<file path="config.mk">
export PLATFORM = sky130hd
export DESIGN_NAME = quicksort_lomuto_sorter
export DESIGN_NICKNAME = d
export VERILOG_FILES = /design/src/rtl/qsl_pkg.sv /design/src/rtl/quicksort_lomuto_sorter.sv /design/src/rtl/qsl_ram.sv /design/src/rtl/qsl_sequencer.sv /design/src/rtl/qsl_datapath.sv
export SDC_FILE = /design/constraint.sdc
export NUM_CORES = 2
export LEC_CHECK = 0
export BUFFER_PORTS_ARGS = -buffer_cell sky130_fd_sc_hd__buf_2
export CAP_MARGIN = 25
export CORE_MARGIN = 4
export CORE_UTILIZATION = 35
export CTS_BUF_LIST = sky130_fd_sc_hd__clkbuf_8
export CTS_CLUSTER_DIAMETER = 200
export DETAILED_ROUTE_END_ITERATION = 16
export PLACE_DENSITY_LB_ADDON = 0.25
export SLEW_MARGIN = 20
export SYNTH_ARGS = -nofsm -noshare
export SYNTH_HDL_FRONTEND = slang
export SYNTH_HIERARCHICAL = 1
export SYNTH_SLANG_ARGS = --single-unit
</file>
<file path="constraint.sdc">
create_clock -name clk -period 5.7 [get_ports clk]
set_clock_uncertainty 0.2 [all_clocks]
set_input_delay 0.57 -clock clk [delete_from_list [all_inputs] [get_ports clk]]
set_output_delay 0.57 -clock clk [all_outputs]
set_load 0.03 [all_outputs]
</file>
<file path="src/rtl/qsl_pkg.sv">
`timescale 1ns / 1ps
`default_nettype none
// ---------------------------------------------------------------------------
// qsl_pkg
// Shared constants, types and the microprogram of the quicksort sorter.
// ---------------------------------------------------------------------------
package qsl_pkg;

  localparam int MaxElems   = 64;
  localparam int StoreDepth = 64;
  localparam int StackDepth = 64;
  localparam int DataW      = 32;
  localparam int AddrW      = 6;
  localparam int CountW     = 7;
  localparam int RangeW     = 2 * AddrW;
  localparam int PcW        = 4;

  localparam logic [CountW-1:0] MaxElemsC   = CountW'(MaxElems);
  localparam logic [CountW-1:0] StackDepthC = CountW'(StackDepth);

  typedef enum logic [3:0] {
    OP_NOP,
    OP_LOAD,
    OP_INIT,
    OP_POP,
    OP_RANGE,
    OP_PIVOT,
    OP_SCAN,
    OP_TEST,
    OP_SWAPA,
    OP_SWAPB,
    OP_FIN,
    OP_FINA,
    OP_FINB,
    OP_PUSHL,
    OP_EMIT0,
    OP_EMIT
  } ucode_op_t;

  typedef enum logic [1:0] {
    HOLD_NONE,
    HOLD_IN,
    HOLD_OUT
  } hold_t;

  typedef enum logic [3:0] {
    COND_NEVER,
    COND_ALWAYS,
    COND_IN_MORE,
    COND_SMALL_SET,
    COND_STACK_EMPTY,
    COND_RANGE_EMPTY,
    COND_J_AT_HI,
    COND_NOT_LESS,
    COND_MORE_EMIT
  } jump_cond_t;

  typedef struct packed {
    ucode_op_t        op;
    hold_t            hold;
    jump_cond_t       cond;
    logic [PcW-1:0]   target;
  } ctrl_word_t;

  typedef struct packed {
    logic in_idle;
    logic out_busy;
    logic in_more;
    logic small_set;
    logic stack_empty;
    logic range_empty;
    logic j_at_hi;
    logic not_less;
    logic more_emit;
  } dp_status_t;

  typedef struct packed {
    logic             load;
    logic [DataW-1:0] value;
    logic             end_of_set;
    logic             overflow;
  } emit_t;

  // program step addresses
  localparam logic [PcW-1:0] PcLoad  = PcW'(0);
  localparam logic [PcW-1:0] PcPop   = PcW'(2);
  localparam logic [PcW-1:0] PcScan  = PcW'(5);
  localparam logic [PcW-1:0] PcFin   = PcW'(9);
  localparam logic [PcW-1:0] PcEmit0 = PcW'(13);
  localparam logic [PcW-1:0] PcERead = PcW'(14);

  function automatic ctrl_word_t ucode(input logic [PcW-1:0] pc);
    ctrl_word_t w;
    w = '{op: OP_NOP, hold: HOLD_NONE, cond: COND_NEVER, target: PcLoad};
    unique case (pc)
      PcW'(0):  w = '{op: OP_LOAD,  hold: HOLD_IN,   cond: COND_IN_MORE,     target: PcLoad};
      PcW'(1):  w = '{op: OP_INIT,  hold: HOLD_NONE, cond: COND_SMALL_SET,   target: PcEmit0};
      PcW'(2):  w = '{op: OP_POP,   hold: HOLD_NONE, cond: COND_STACK_EMPTY, target: PcEmit0};
      PcW'(3):  w = '{op: OP_RANGE, hold: HOLD_NONE, cond: COND_RANGE_EMPTY, target: PcPop};
      PcW'(4):  w = '{op: OP_PIVOT, hold: HOLD_NONE, cond: COND_NEVER,       target: PcLoad};
      PcW'(5):  w = '{op: OP_SCAN,  hold: HOLD_NONE, cond: COND_J_AT_HI,     target: PcFin};
      PcW'(6):  w = '{op: OP_TEST,  hold: HOLD_NONE, cond: COND_NOT_LESS,    target: PcScan};
      PcW'(7):  w = '{op: OP_SWAPA, hold: HOLD_NONE, cond: COND_NEVER,       target: PcLoad};
      PcW'(8):  w = '{op: OP_SWAPB, hold: HOLD_NONE, cond: COND_ALWAYS,      target: PcScan};
      PcW'(9):  w = '{op: OP_FIN,   hold: HOLD_NONE, cond: COND_NEVER,       target: PcLoad};
      PcW'(10): w = '{op: OP_FINA,  hold: HOLD_NONE, cond: COND_NEVER,       target: PcLoad};
      PcW'(11): w = '{op: OP_FINB,  hold: HOLD_NONE, cond: COND_NEVER,       target: PcLoad};
      PcW'(12): w = '{op: OP_PUSHL, hold: HOLD_NONE, cond: COND_ALWAYS,      target: PcPop};
      PcW'(13): w = '{op: OP_EMIT0, hold: HOLD_NONE, cond: COND_NEVER,       target: PcLoad};
      PcW'(14): w = '{op: OP_NOP,   hold: HOLD_OUT,  cond: COND_NEVER,       target: PcLoad};
      PcW'(15): w = '{op: OP_EMIT,  hold: HOLD_NONE, cond: COND_MORE_EMIT,   target: PcERead};
      default:  w = '{op: OP_NOP,   hold: HOLD_NONE, cond: COND_ALWAYS,      target: PcLoad};
    endcase
    return w;
  endfunction

endpackage
`default_nettype wire

</file>
<file path="src/rtl/quicksort_lomuto_sorter.sv">
`timescale 1ns / 1ps
`default_nettype none
// ---------------------------------------------------------------------------
// quicksort_lomuto_sorter
// Collects a set of signed words, sorts it by quicksort with Lomuto
// partitioning and a range stack, then streams it out in ascending order.
//
//   channel  signals                        beat
//   in       in_valid in_stall              value, is_last
//   out      out_valid out_stall            sorted_value, end_of_set, overflow
//
// loading takes one cycle per beat; beats beyond 64 are dropped and flagged
// sorting: per range, the last element becomes the pivot, and each element below it is
//   swapped forward, all through the one read and one write port of the element RAM
// output beats are read from the element RAM and wait while the out channel is stalled
// rst clears the sequencer, stack pointer, count, overflow flag and output valid
// in_stall is high from the last input beat of a set until its last output beat is loaded
// ---------------------------------------------------------------------------
module quicksort_lomuto_sorter (
  input  wire logic                      clk,
  input  wire logic                      rst,
  input  wire logic                      in_valid,
  output logic                           in_stall,
  input  wire logic [qsl_pkg::DataW-1:0] value,
  input  wire logic                      is_last,
  output logic                           out_valid,
  input  wire logic                      out_stall,
  output logic      [qsl_pkg::DataW-1:0] sorted_value,
  output logic                           end_of_set,
  output logic                           overflow
);

  qsl_pkg::ucode_op_t  op;
  qsl_pkg::dp_status_t status;
  qsl_pkg::emit_t      emit;
  logic                in_fire;
  logic                out_busy;

  assign in_stall = op != qsl_pkg::OP_LOAD;
  assign in_fire  = in_valid && !in_stall;
  assign out_busy = out_valid && out_stall;

  qsl_sequencer u_seq (
    .clk    (clk),
    .rst    (rst),
    .status (status),
    .op     (op)
  );

  qsl_datapath u_dp (
    .clk      (clk),
    .rst      (rst),
    .op       (op),
    .in_fire  (in_fire),
    .out_busy (out_busy),
    .value    (value),
    .is_last  (is_last),
    .status   (status),
    .emit     (emit)
  );

  // output beat register
  always_ff @(posedge clk) begin
    if (rst) begin
      out_valid <= 1'b0;
    end else if (emit.load) begin
      out_valid <= 1'b1;
    end else if (!out_stall) begin
      out_valid <= 1'b0;
    end
  end

  always_ff @(posedge clk) begin
    if (emit.load) begin
      sorted_value <= emit.value;
      end_of_set   <= emit.end_of_set;
      overflow     <= emit.overflow;
    end
  end

endmodule
`default_nettype wire

</file>
<file path="src/rtl/qsl_ram.sv">
`timescale 1ns / 1ps
`default_nettype none
// ---------------------------------------------------------------------------
// qsl_ram
// Generic single-write, single-read RAM with registered read data.
// ---------------------------------------------------------------------------
module qsl_ram #(
  parameter int Width = 32,
  parameter int Depth = 64
) (
  input  wire logic                     clk,
  input  wire logic                     we,
  input  wire logic [$clog2(Depth)-1:0] waddr,
  input  wire logic [Width-1:0]         wdata,
  input  wire logic [$clog2(Depth)-1:0] raddr,
  output logic      [Width-1:0]         rdata
);

  logic [Width-1:0] mem [Depth];

  always_ff @(posedge clk) begin
    if (we) begin
      mem[waddr] <= wdata;
    end
    rdata <= mem[raddr];
  end

endmodule
`default_nettype wire

</file>
<file path="src/rtl/qsl_sequencer.sv">
`timescale 1ns / 1ps
`default_nettype none
// ---------------------------------------------------------------------------
// qsl_sequencer
// Step counter over the microprogram ROM with hold and conditional jumps.
// ---------------------------------------------------------------------------
module qsl_sequencer (
  input  wire logic               clk,
  input  wire logic               rst,
  input  wire qsl_pkg::dp_status_t status,
  output qsl_pkg::ucode_op_t      op
);

  logic [qsl_pkg::PcW-1:0] pc;
  logic [qsl_pkg::PcW-1:0] pc_next;
  qsl_pkg::ctrl_word_t     word;
  logic                    hold;
  logic                    jump;

  assign word = qsl_pkg::ucode(pc);
  assign op   = word.op;

  always_comb begin
    unique case (word.hold)
      qsl_pkg::HOLD_IN:  hold = status.in_idle;
      qsl_pkg::HOLD_OUT: hold = status.out_busy;
      default:           hold = 1'b0;
    endcase
    unique case (word.cond)
      qsl_pkg::COND_ALWAYS:      jump = 1'b1;
      qsl_pkg::COND_IN_MORE:     jump = status.in_more;
      qsl_pkg::COND_SMALL_SET:   jump = status.small_set;
      qsl_pkg::COND_STACK_EMPTY: jump = status.stack_empty;
      qsl_pkg::COND_RANGE_EMPTY: jump = status.range_empty;
      qsl_pkg::COND_J_AT_HI:     jump = status.j_at_hi;
      qsl_pkg::COND_NOT_LESS:    jump = status.not_less;
      qsl_pkg::COND_MORE_EMIT:   jump = status.more_emit;
      default:                   jump = 1'b0;
    endcase
    priority if (hold) begin
      pc_next = pc;
    end else if (jump) begin
      pc_next = word.target;
    end else begin
      pc_next = pc + 1'b1;
    end
  end

  always_ff @(posedge clk) begin
    if (rst) begin
      pc <= qsl_pkg::PcLoad;
    end else begin
      pc <= pc_next;
    end
  end

endmodule
`default_nettype wire

</file>
<file path="src/rtl/qsl_datapath.sv">
`timescale 1ns / 1ps
`default_nettype none
// ---------------------------------------------------------------------------
// qsl_datapath
// Element store, range stack and index registers driven by the microprogram.
// ---------------------------------------------------------------------------
module qsl_datapath (
  input  wire logic                       clk,
  input  wire logic                       rst,
  input  wire qsl_pkg::ucode_op_t         op,
  input  wire logic                       in_fire,
  input  wire logic                       out_busy,
  input  wire logic [qsl_pkg::DataW-1:0]  value,
  input  wire logic                       is_last,
  output qsl_pkg::dp_status_t             status,
  output qsl_pkg::emit_t                  emit
);

  logic [qsl_pkg::AddrW-1:0]  lo;
  logic [qsl_pkg::AddrW-1:0]  hi;
  logic [qsl_pkg::AddrW-1:0]  j;
  logic [qsl_pkg::AddrW-1:0]  nxt;
  logic [qsl_pkg::AddrW-1:0]  k;
  logic [qsl_pkg::DataW-1:0]  pivot;
  logic [qsl_pkg::DataW-1:0]  a;
  logic [qsl_pkg::CountW-1:0] sp;
  logic [qsl_pkg::CountW-1:0] count;
  logic                       ovf;

  logic                       st_we;
  logic [qsl_pkg::AddrW-1:0]  st_waddr;
  logic [qsl_pkg::DataW-1:0]  st_wdata;
  logic [qsl_pkg::AddrW-1:0]  st_raddr;
  logic [qsl_pkg::DataW-1:0]  st_q;

  logic                       sk_we;
  logic [qsl_pkg::AddrW-1:0]  sk_waddr;
  logic [qsl_pkg::RangeW-1:0] sk_wdata;
  logic [qsl_pkg::AddrW-1:0]  sk_raddr;
  logic [qsl_pkg::RangeW-1:0] sk_q;

  logic                       room;
  logic                       less;
  logic                       last_emit;
  logic [qsl_pkg::CountW-1:0] nxt_inc;
  logic [qsl_pkg::CountW-1:0] lo_inc;
  logic [qsl_pkg::CountW-1:0] k_inc;
  logic [qsl_pkg::CountW-1:0] sp_dec;
  logic                       push_ok;
  logic                       push_req;

  assign room      = count < qsl_pkg::MaxElemsC;
  assign less      = $signed(st_q) < $signed(pivot);
  assign nxt_inc   = {1'b0, nxt} + 1'b1;
  assign lo_inc    = {1'b0, lo} + 1'b1;
  assign k_inc     = {1'b0, k} + 1'b1;
  assign sp_dec    = sp - 1'b1;
  assign last_emit = k_inc == count;
  assign push_ok   = sp < qsl_pkg::StackDepthC;

  assign status.in_idle     = !in_fire;
  assign status.out_busy    = out_busy;
  assign status.in_more     = in_fire && !is_last;
  assign status.small_set   = count < qsl_pkg::CountW'(2);
  assign status.stack_empty = sp == '0;
  assign status.range_empty = sk_q[qsl_pkg::AddrW-1:0] <= sk_q[qsl_pkg::RangeW-1:qsl_pkg::AddrW];
  assign status.j_at_hi     = j == hi;
  assign status.not_less    = !less;
  assign status.more_emit   = !last_emit;

  assign emit.load       = op == qsl_pkg::OP_EMIT;
  assign emit.value      = st_q;
  assign emit.end_of_set = last_emit;
  assign emit.overflow   = ovf;

  // element store ports
  always_comb begin
    st_we    = 1'b0;
    st_waddr = j;
    st_wdata = st_q;
    st_raddr = j;
    unique case (op)
      qsl_pkg::OP_LOAD: begin
        st_we    = in_fire && room;
        st_waddr = count[qsl_pkg::AddrW-1:0];
        st_wdata = value;
      end
      qsl_pkg::OP_RANGE: st_raddr = sk_q[qsl_pkg::AddrW-1:0];
      qsl_pkg::OP_TEST:  st_raddr = nxt;
      qsl_pkg::OP_SWAPA: begin
        st_we = 1'b1;
      end
      qsl_pkg::OP_SWAPB: begin
        st_we    = 1'b1;
        st_waddr = nxt;
        st_wdata = a;
      end
      qsl_pkg::OP_FIN:   st_raddr = nxt;
      qsl_pkg::OP_FINA: begin
        st_we    = 1'b1;
        st_waddr = hi;
      end
      qsl_pkg::OP_FINB: begin
        st_we    = 1'b1;
        st_waddr = nxt;
        st_wdata = pivot;
      end
      qsl_pkg::OP_EMIT0, qsl_pkg::OP_EMIT, qsl_pkg::OP_NOP: st_raddr = k;
      default: st_raddr = j;
    endcase
  end

  // range stack ports
  always_comb begin
    push_req = 1'b0;
    sk_wdata = {lo, hi};
    sk_raddr = sp_dec[qsl_pkg::AddrW-1:0];
    unique case (op)
      qsl_pkg::OP_INIT: begin
        push_req = !status.small_set;
        sk_wdata = {qsl_pkg::AddrW'(0), sp_dec[qsl_pkg::AddrW-1:0] ^ sp_dec[qsl_pkg::AddrW-1:0]
                    ^ count[qsl_pkg::AddrW-1:0] - 1'b1};
      end
      qsl_pkg::OP_FINB: begin
        push_req = nxt_inc < {1'b0, hi};
        sk_wdata = {nxt_inc[qsl_pkg::AddrW-1:0], hi};
      end
      qsl_pkg::OP_PUSHL: begin
        push_req = {1'b0, nxt} > lo_inc;
        sk_wdata = {lo, nxt - 1'b1};
      end
      default: push_req = 1'b0;
    endcase
    sk_we    = push_req && push_ok;
    sk_waddr = sp[qsl_pkg::AddrW-1:0];
  end

  always_ff @(posedge clk) begin
    if (rst) begin
      sp    <= '0;
      count <= '0;
      ovf   <= 1'b0;
    end else begin
      unique case (op)
        qsl_pkg::OP_LOAD: begin
          if (in_fire) begin
            if (room) begin
              count <= count + 1'b1;
            end else begin
              ovf <= 1'b1;
            end
          end
        end
        qsl_pkg::OP_INIT: begin
          sp <= sk_we ? qsl_pkg::CountW'(1) : '0;
        end
        qsl_pkg::OP_POP: begin
          if (!status.stack_empty) begin
            sp <= sp_dec;
          end
        end
        qsl_pkg::OP_FINB, qsl_pkg::OP_PUSHL: begin
          if (sk_we) begin
            sp <= sp + 1'b1;
          end
        end
        qsl_pkg::OP_EMIT: begin
          if (last_emit) begin
            count <= '0;
            ovf   <= 1'b0;
          end
        end
        default: sp <= sp;
      endcase
    end
  end

  always_ff @(posedge clk) begin
    unique case (op)
      qsl_pkg::OP_RANGE: begin
        lo  <= sk_q[qsl_pkg::RangeW-1:qsl_pkg::AddrW];
        hi  <= sk_q[qsl_pkg::AddrW-1:0];
        j   <= sk_q[qsl_pkg::RangeW-1:qsl_pkg::AddrW];
        nxt <= sk_q[qsl_pkg::RangeW-1:qsl_pkg::AddrW];
      end
      qsl_pkg::OP_PIVOT: pivot <= st_q;
      qsl_pkg::OP_TEST: begin
        a <= st_q;
        if (!less) begin
          j <= j + 1'b1;
        end
      end
      qsl_pkg::OP_SWAPB: begin
        nxt <= nxt + 1'b1;
        j   <= j + 1'b1;
      end
      qsl_pkg::OP_EMIT0: k <= '0;
      qsl_pkg::OP_EMIT:  k <= k_inc[qsl_pkg::AddrW-1:0];
      default: a <= a;
    endcase
  end

  qsl_ram #(
    .Width (qsl_pkg::DataW),
    .Depth (qsl_pkg::StoreDepth)
  ) u_store (
    .clk   (clk),
    .we    (st_we),
    .waddr (st_waddr),
    .wdata (st_wdata),
    .raddr (st_raddr),
    .rdata (st_q)
  );

  qsl_ram #(
    .Width (qsl_pkg::RangeW),
    .Depth (qsl_pkg::StackDepth)
  ) u_stack (
    .clk   (clk),
    .we    (sk_we),
    .waddr (sk_waddr),
    .wdata (sk_wdata),
    .raddr (sk_raddr),
    .rdata (sk_q)
  );

endmodule
`default_nettype wire
</file>
== After elaboration in Yosys (flattened, before gate mapping) ==
Memory sizes are Yosys's and may differ from the RTL's. A register that Yosys moved wholly into a read port is not among the register bits.
Cells that the tools add are included.

* Bits in registers: 148
* Memory bits (writable): 2816
* Memory bits (read-only): 224
* Bits of input ports: 37
* Output and inout port bits: 36
* Word-level logic and storage cells: 133
* Memories kept: 3

* Add/sub/neg operators: 11
* Order comparisons: 7
* Equality and inequality tests: 35
* Muxes and demuxes: 33
* Bitwise gates (word level): 2
* Reduce and logical (&&, ||, !) cells: 27

{| class="wikitable"
|+ Memory list
! name !! depth !! bits a word !! read ports !! clocked after memory_dff !! write ports !! RTL line !! source
|-
| u_dp.u_store.mem || 64 || 32 || 1 || 1 || 1 || qsl_ram.sv:19 || <nowiki>logic [Width-1:0] mem [Depth];</nowiki>
|-
| u_dp.u_stack.mem || 64 || 12 || 1 || 1 || 1 || qsl_ram.sv:19 ||
|-
| (name not given) || 16 || 14 || 1 || 1 || 0 || qsl_pkg.sv:95 || <nowiki>unique case (pc)</nowiki>
|}

{| class="wikitable"
|+ Operator list
! cell !! number
|-
| $pmux W32 S3 || 1
|-
| $pmux W6 S3 || 3
|-
| $eq A4 B4 Y1 const B || 9
|-
| $pmux W12 S3 || 1
|-
| $mux W7 || 5
|-
| $lt A32 B32 Y1 || 1
|-
| $eq A4 B3 Y1 const B || 7
|-
| $pmux W6 S2 || 2
|-
| $add A6 B1 Y7 const B || 3
|-
| $pmux W7 S3 || 1
|-
| $eq A4 B2 Y1 const B || 4
|-
| $add A7 B1 Y7 const B || 2
|-
| $lt A7 B7 Y1 const B || 2
|-
| $pmux W7 S2 || 1
|-
| $add A6 B1 Y6 const B || 2
|-
| $mux W4 || 3
|-
| $sub A6 B1 Y6 const B || 2
|-
| $xor A6 B6 Y6 || 2
|-
| $mux W1 || 10
|-
| $ne A2 B1 Y1 const B || 5
|-
| $eq A4 B1 Y1 const B || 2
|-
| $pmux W1 S8 || 1
|-
| $reduce_and A4 Y1 || 2
|-
| $eq A7 B7 Y1 || 1
|-
| 25 further kinds || 43
|}

== Longest topological paths before layout ==
* Depth after elaboration: 8
* Depth in mapped cells: 18
* Mapped depth without buffers: 18

== Modules after synthesis ==
Netlist, hierarchy kept.

{| class="wikitable"
|+ By module, submodules not included
! module !! times used !! cells each !! area an instance (um^2) !! sequential area each (um^2)
|-
| qsl_ram at u_dp.u_store || 1 || 3324 || 78515.3 || 62139.6
|-
| qsl_ram at u_dp.u_stack || 1 || 1339 || 29851.1 || 23302.3
|-
| qsl_datapath || 1 || 763 || 7337.0 || 3123.0
|-
| qsl_sequencer || 1 || 122 || 1163.6 || 360.3
|-
| quicksort_lomuto_sorter || 1 || 41 || 1079.8 || 1041.0
|}

== Least setup slack after synthesis ==
No wires, ideal clock.

* Path kind: register -> register
* From: register u_seq/word[12] (netlist name)
* To: memory u_dp.u_store.mem[49][0], enable pin
* Setup time: 0.461 ns
* Arrival: 4.269 ns
* Required time: 5.039 ns
* Setup slack: 0.770 ns
* Stages on the path, launching flop included: 12
* Buffers on the path: 4
* Period minus slack after synthesis: 4.930 ns
* Cells stage by stage: dfxtp_1 -> buf_4 -> buf_6 -> nand2b_1 -> nor2_1 -> or3_1 -> clkbuf_1 -> nor2_1 -> a21oi_1 -> clkbuf_1 -> nand4_1 -> nor3_1

* Elaborated cells between the ends (all ways): 15
* Classes of those cells: eq/ne: 6; mux: 4; reduce/logical: 5

{| class="wikitable"
|+ RTL lines
! what !! RTL line !! source
|-
| $eq A4 B4 Y1 || qsl_datapath.sv:82 || <nowiki>unique case (op)</nowiki>
|-
| $reduce_or A2 Y1 (no source line) || -- ||
|-
| $pmux W6 S3 (*) || qsl_datapath.sv:82 ||
|-
| net u_dp.st_waddr (one bit) || qsl_datapath.sv:31 || <nowiki>logic [qsl_pkg::AddrW-1:0] st_waddr;</nowiki>
|-
| end, declared || qsl_ram.sv:19 ||
|}

Mark *: on every way through the listed nets, which the timed path passes. The rest lies on a longest branch.

==> results.cfg <==
[sta]
fin_crit_ns = 5.50
worst_pin_slew_ns = 1.10
rsz0062_at_grt = false
max_freq_ghz = 0.182
setup_viol = 0
fin_tns_setup_ns = 0
fin_crit_sh_pct = 96.5
hold_viol = 0
fin_hold_ws_ns = 0.209
slew_headroom_pct = 26.4
slew_violations = 0

[route]
drc = 0
vias = 59400
wirelength_um = 318000
post_drt_wl_per_cell_um = 28.9
ant_nets = 0
firstDrtPassIters = 7
drt-initial-drc-count = 6238
viasPerCell = 5.38

[yosys]
netlist_area_um2 = 118000
synth_top_area_share_pct = 75.0
synth_edf_count = 2944
synth.area.top_cells = edfxtp_1 75%, mux4_2 14%, dfxtp_1 1.3%, mux2i_1 1.0%, nor2_1 0.96%
yosysUniqueCellTypes = 85
ys_ff_latch = 3022
syn_nets = 5691
yosysWarnings = 6
avgSynthCellArea_um2 = 21.1
ys.flop_type = edfxtp_1
synth-async-reset-ratio_pct = 0
yosysTopAreaCell = edfxtp_1
synthCells = 5589
synth_seq_area_share_pct = 76.3

[placement]
hpwl_um = 187000
place_congestion = 0.806
port_buffers = 72
dpl.cell_count = 10200
place_area_um2 = 127000

[grt]
overflow = 0
globalRouteMet1Util_pct = 24.7
use_met2_pct = 29.9
top_usage_layer = met2
grt_pass1_wl_um = 455000
met3_usage_pct = 2.53
grt_usage_pct = 18.0
grt_max_degree = 105
antenna_found_initial = 5
grt_pass1_vias = 61400

[final_layout]
layout.nets = 6261
fin_util_pct = 40.5
layout_commonest_cell = edfxtp_1
syn2layout_area_growth_pct = 14.8
drive_gt1_share_pct = 28.9
finalNonFillerCells = 11000
mostFrequentLayoutCells = 2,944 x edfxtp_1, 736 x mux4_2, 498 x clkbuf_8, 268 x buf_4, 240 x inv_1
stdcell_area_um2 = 135000

[floorplanning]
core_area_um2 = 334000
die_h_um = 589
dieWidth_um = 589
initial_core_util_pct = 35.3
rows = 212
io_pins = 73
dieArea_um2 = 346000

[critical_path]
cp.required_ns = 6.40
path_class = flop to flop
end_kind = flop
path_max_fanout = 7
cp.arrival_ns = 6.20
critPathLaunchType = flop

[power_and_ir_drop]
p_int_uw = 48500
p_sw_share_pct = 35.8
clkPwrFrac_pct = 22.2
power_frac_seq_pct = 41.5
p_per_area_nw_per_um2 = 558
p_leak_uw = 0.0433
vdd_ir_drop_max_v = 0.000458
combPwrFrac_pct = 36.3
power.net_switching_uw = 27100

[run]
maxCapViolations = 0

[clock_network]
h-tree-depth = 5
cts.clk_slew.worst_paths_ns = 0.07
cts-buffers-inserted = 473
cts_resized = 0
insertion_delay_ns = 1.06
cts_tree = yes
cts-root-buf = clkbuf_8
clkSinkCount = 3022
clk_path_buf_depth = 4

[status]
status = finished, final reports clean

[hold_path]
hold_class = primary input to flop
==> cell type report <==
| cell class | count | area [um2] |
|---|---|---|
| sequential | 3022 | 90000 |
| multi-input combinational | 2182 | 27200 |
| inverter | 72 | 283 |
| clock inverter | 351 | 1710 |
| fill | 29600 | 199000 |
| antenna | 4 | 10.0 |
| timing repair buffer | 408 | 3750 |
| tap | 4494 | 5620 |
| clock buffer | 498 | 6850 |
==> flip-flops by register name, summed over array words and instances (netlist names) <==
register            count
u_dp/u_store/mem     2048
u_dp/u_stack/mem      768
sorted_value           32
u_dp/a                 32
u_dp/pivot             32
u_dp/u_store/rdata     32
u_seq/word             14
u_dp/u_stack/rdata     12
u_dp/count              7
u_dp/sp                 7
u_dp/hi                 6
u_dp/j                  6
u_dp/k                  6
u_dp/lo                 6
u_dp/nxt                6
u_seq/pc                4
end_of_set              1
out_valid               1
overflow                1
u_dp/ovf                1
==> final timing paths <==
kind,from,endpoint,slack (ns),cells past startpoint
min,value[28],u_dp/u_store/mem[42][28],0.21,3
min reg2reg,u_dp/u_store/rdata[0],u_dp/a[0],0.28,0
max,u_dp/u_store/rdata[1],u_seq/word[4],0.20,14
max reg2reg,u_dp/u_store/rdata[1],u_seq/word[4],0.20,14
==> cells by family (layout without fill, tap and decap cells) <==
logic type                 after synthesis  count (layout)  share of synthesized area, %
other                                    0               4                             0
muxes                                  881             881                          15.3
adders and majority gates               65              65                         0.690
xor gates and xnor gates                42              42                         0.312
AOI/OAI and AO/OA                      544             544                          3.18
DFF                                   3022            3022                          76.3
buffers and inverters                  385            1329                          1.58
and+or+nand+nor                        650             650                          2.64
==> synth_stat cells, types with 34 or more instances <==
master    count
a21oi_1     152
nand2b_1     41
nor2_1      303
o21ai_0      34
o22ai_1     119
mux4_2      736
o221ai_1     43
inv_1        72
nand3_1      46
dfxtp_1      78
nand2_1      83
mux2i_1     123
clkbuf_1    135
ha_1         65
a222oi_1     44
buf_2        87
edfxtp_1   2944
buf_4        44
nor2b_1      36
==> critical path, stage by stage (launching register included) <==
cell      delay [ns]
dfxtp_1         0.69
ha_1            0.35
a31oi_1         0.19
o211ai_1        0.15
a221o_1         0.55
a31oi_1         0.45
mux2_2          0.38
mux2_2          0.27
a211o_4         0.38
mux2_2          0.30
a21oi_1         0.47
inv_1           0.17
ha_1            0.24
mux2_4          0.26
mux2_4          0.26
==> metal layers <==
layer / routed length [um] / vias up
met4: 9530 / 0
met5: 0 / -
met1: 134000 / 32000
met2: 157000 / 2228
met3: 18700 / 470
li1: - / 24700
==> repair_timing <==
item,in CTS,in global routing
hold buffers,4,0
setup buffers,0,0
hold endpoints to repair,21,0
==> stage by stage <==
| step | setup WS (ns) | total power [uW] |
|---|---|---|
| 2_1_floorplan | 0.770 | 47700 |
| 3_3_place_gp | 0.311 | 58900 |
| 3_5_place_dp | 0.243 | 59500 |
| 4_1_cts | 0.190 | 76300 |
| 5_1_grt | 0.0358 | 78800 |
| 6_report | 0.200 | 75600 |
==> power groups by stage <==
stage	logic [uW]	clock network, uW	registers (uW)
6_report	27500	16800	31400
3_3_place_gp	27000	0	31900
5_1_grt	29100	18300	31400
3_5_place_dp	27600	0	31900
4_1_cts	27600	17300	31400
2_1_floorplan	15900	0	31900
(Power assumes the default switching activity.)
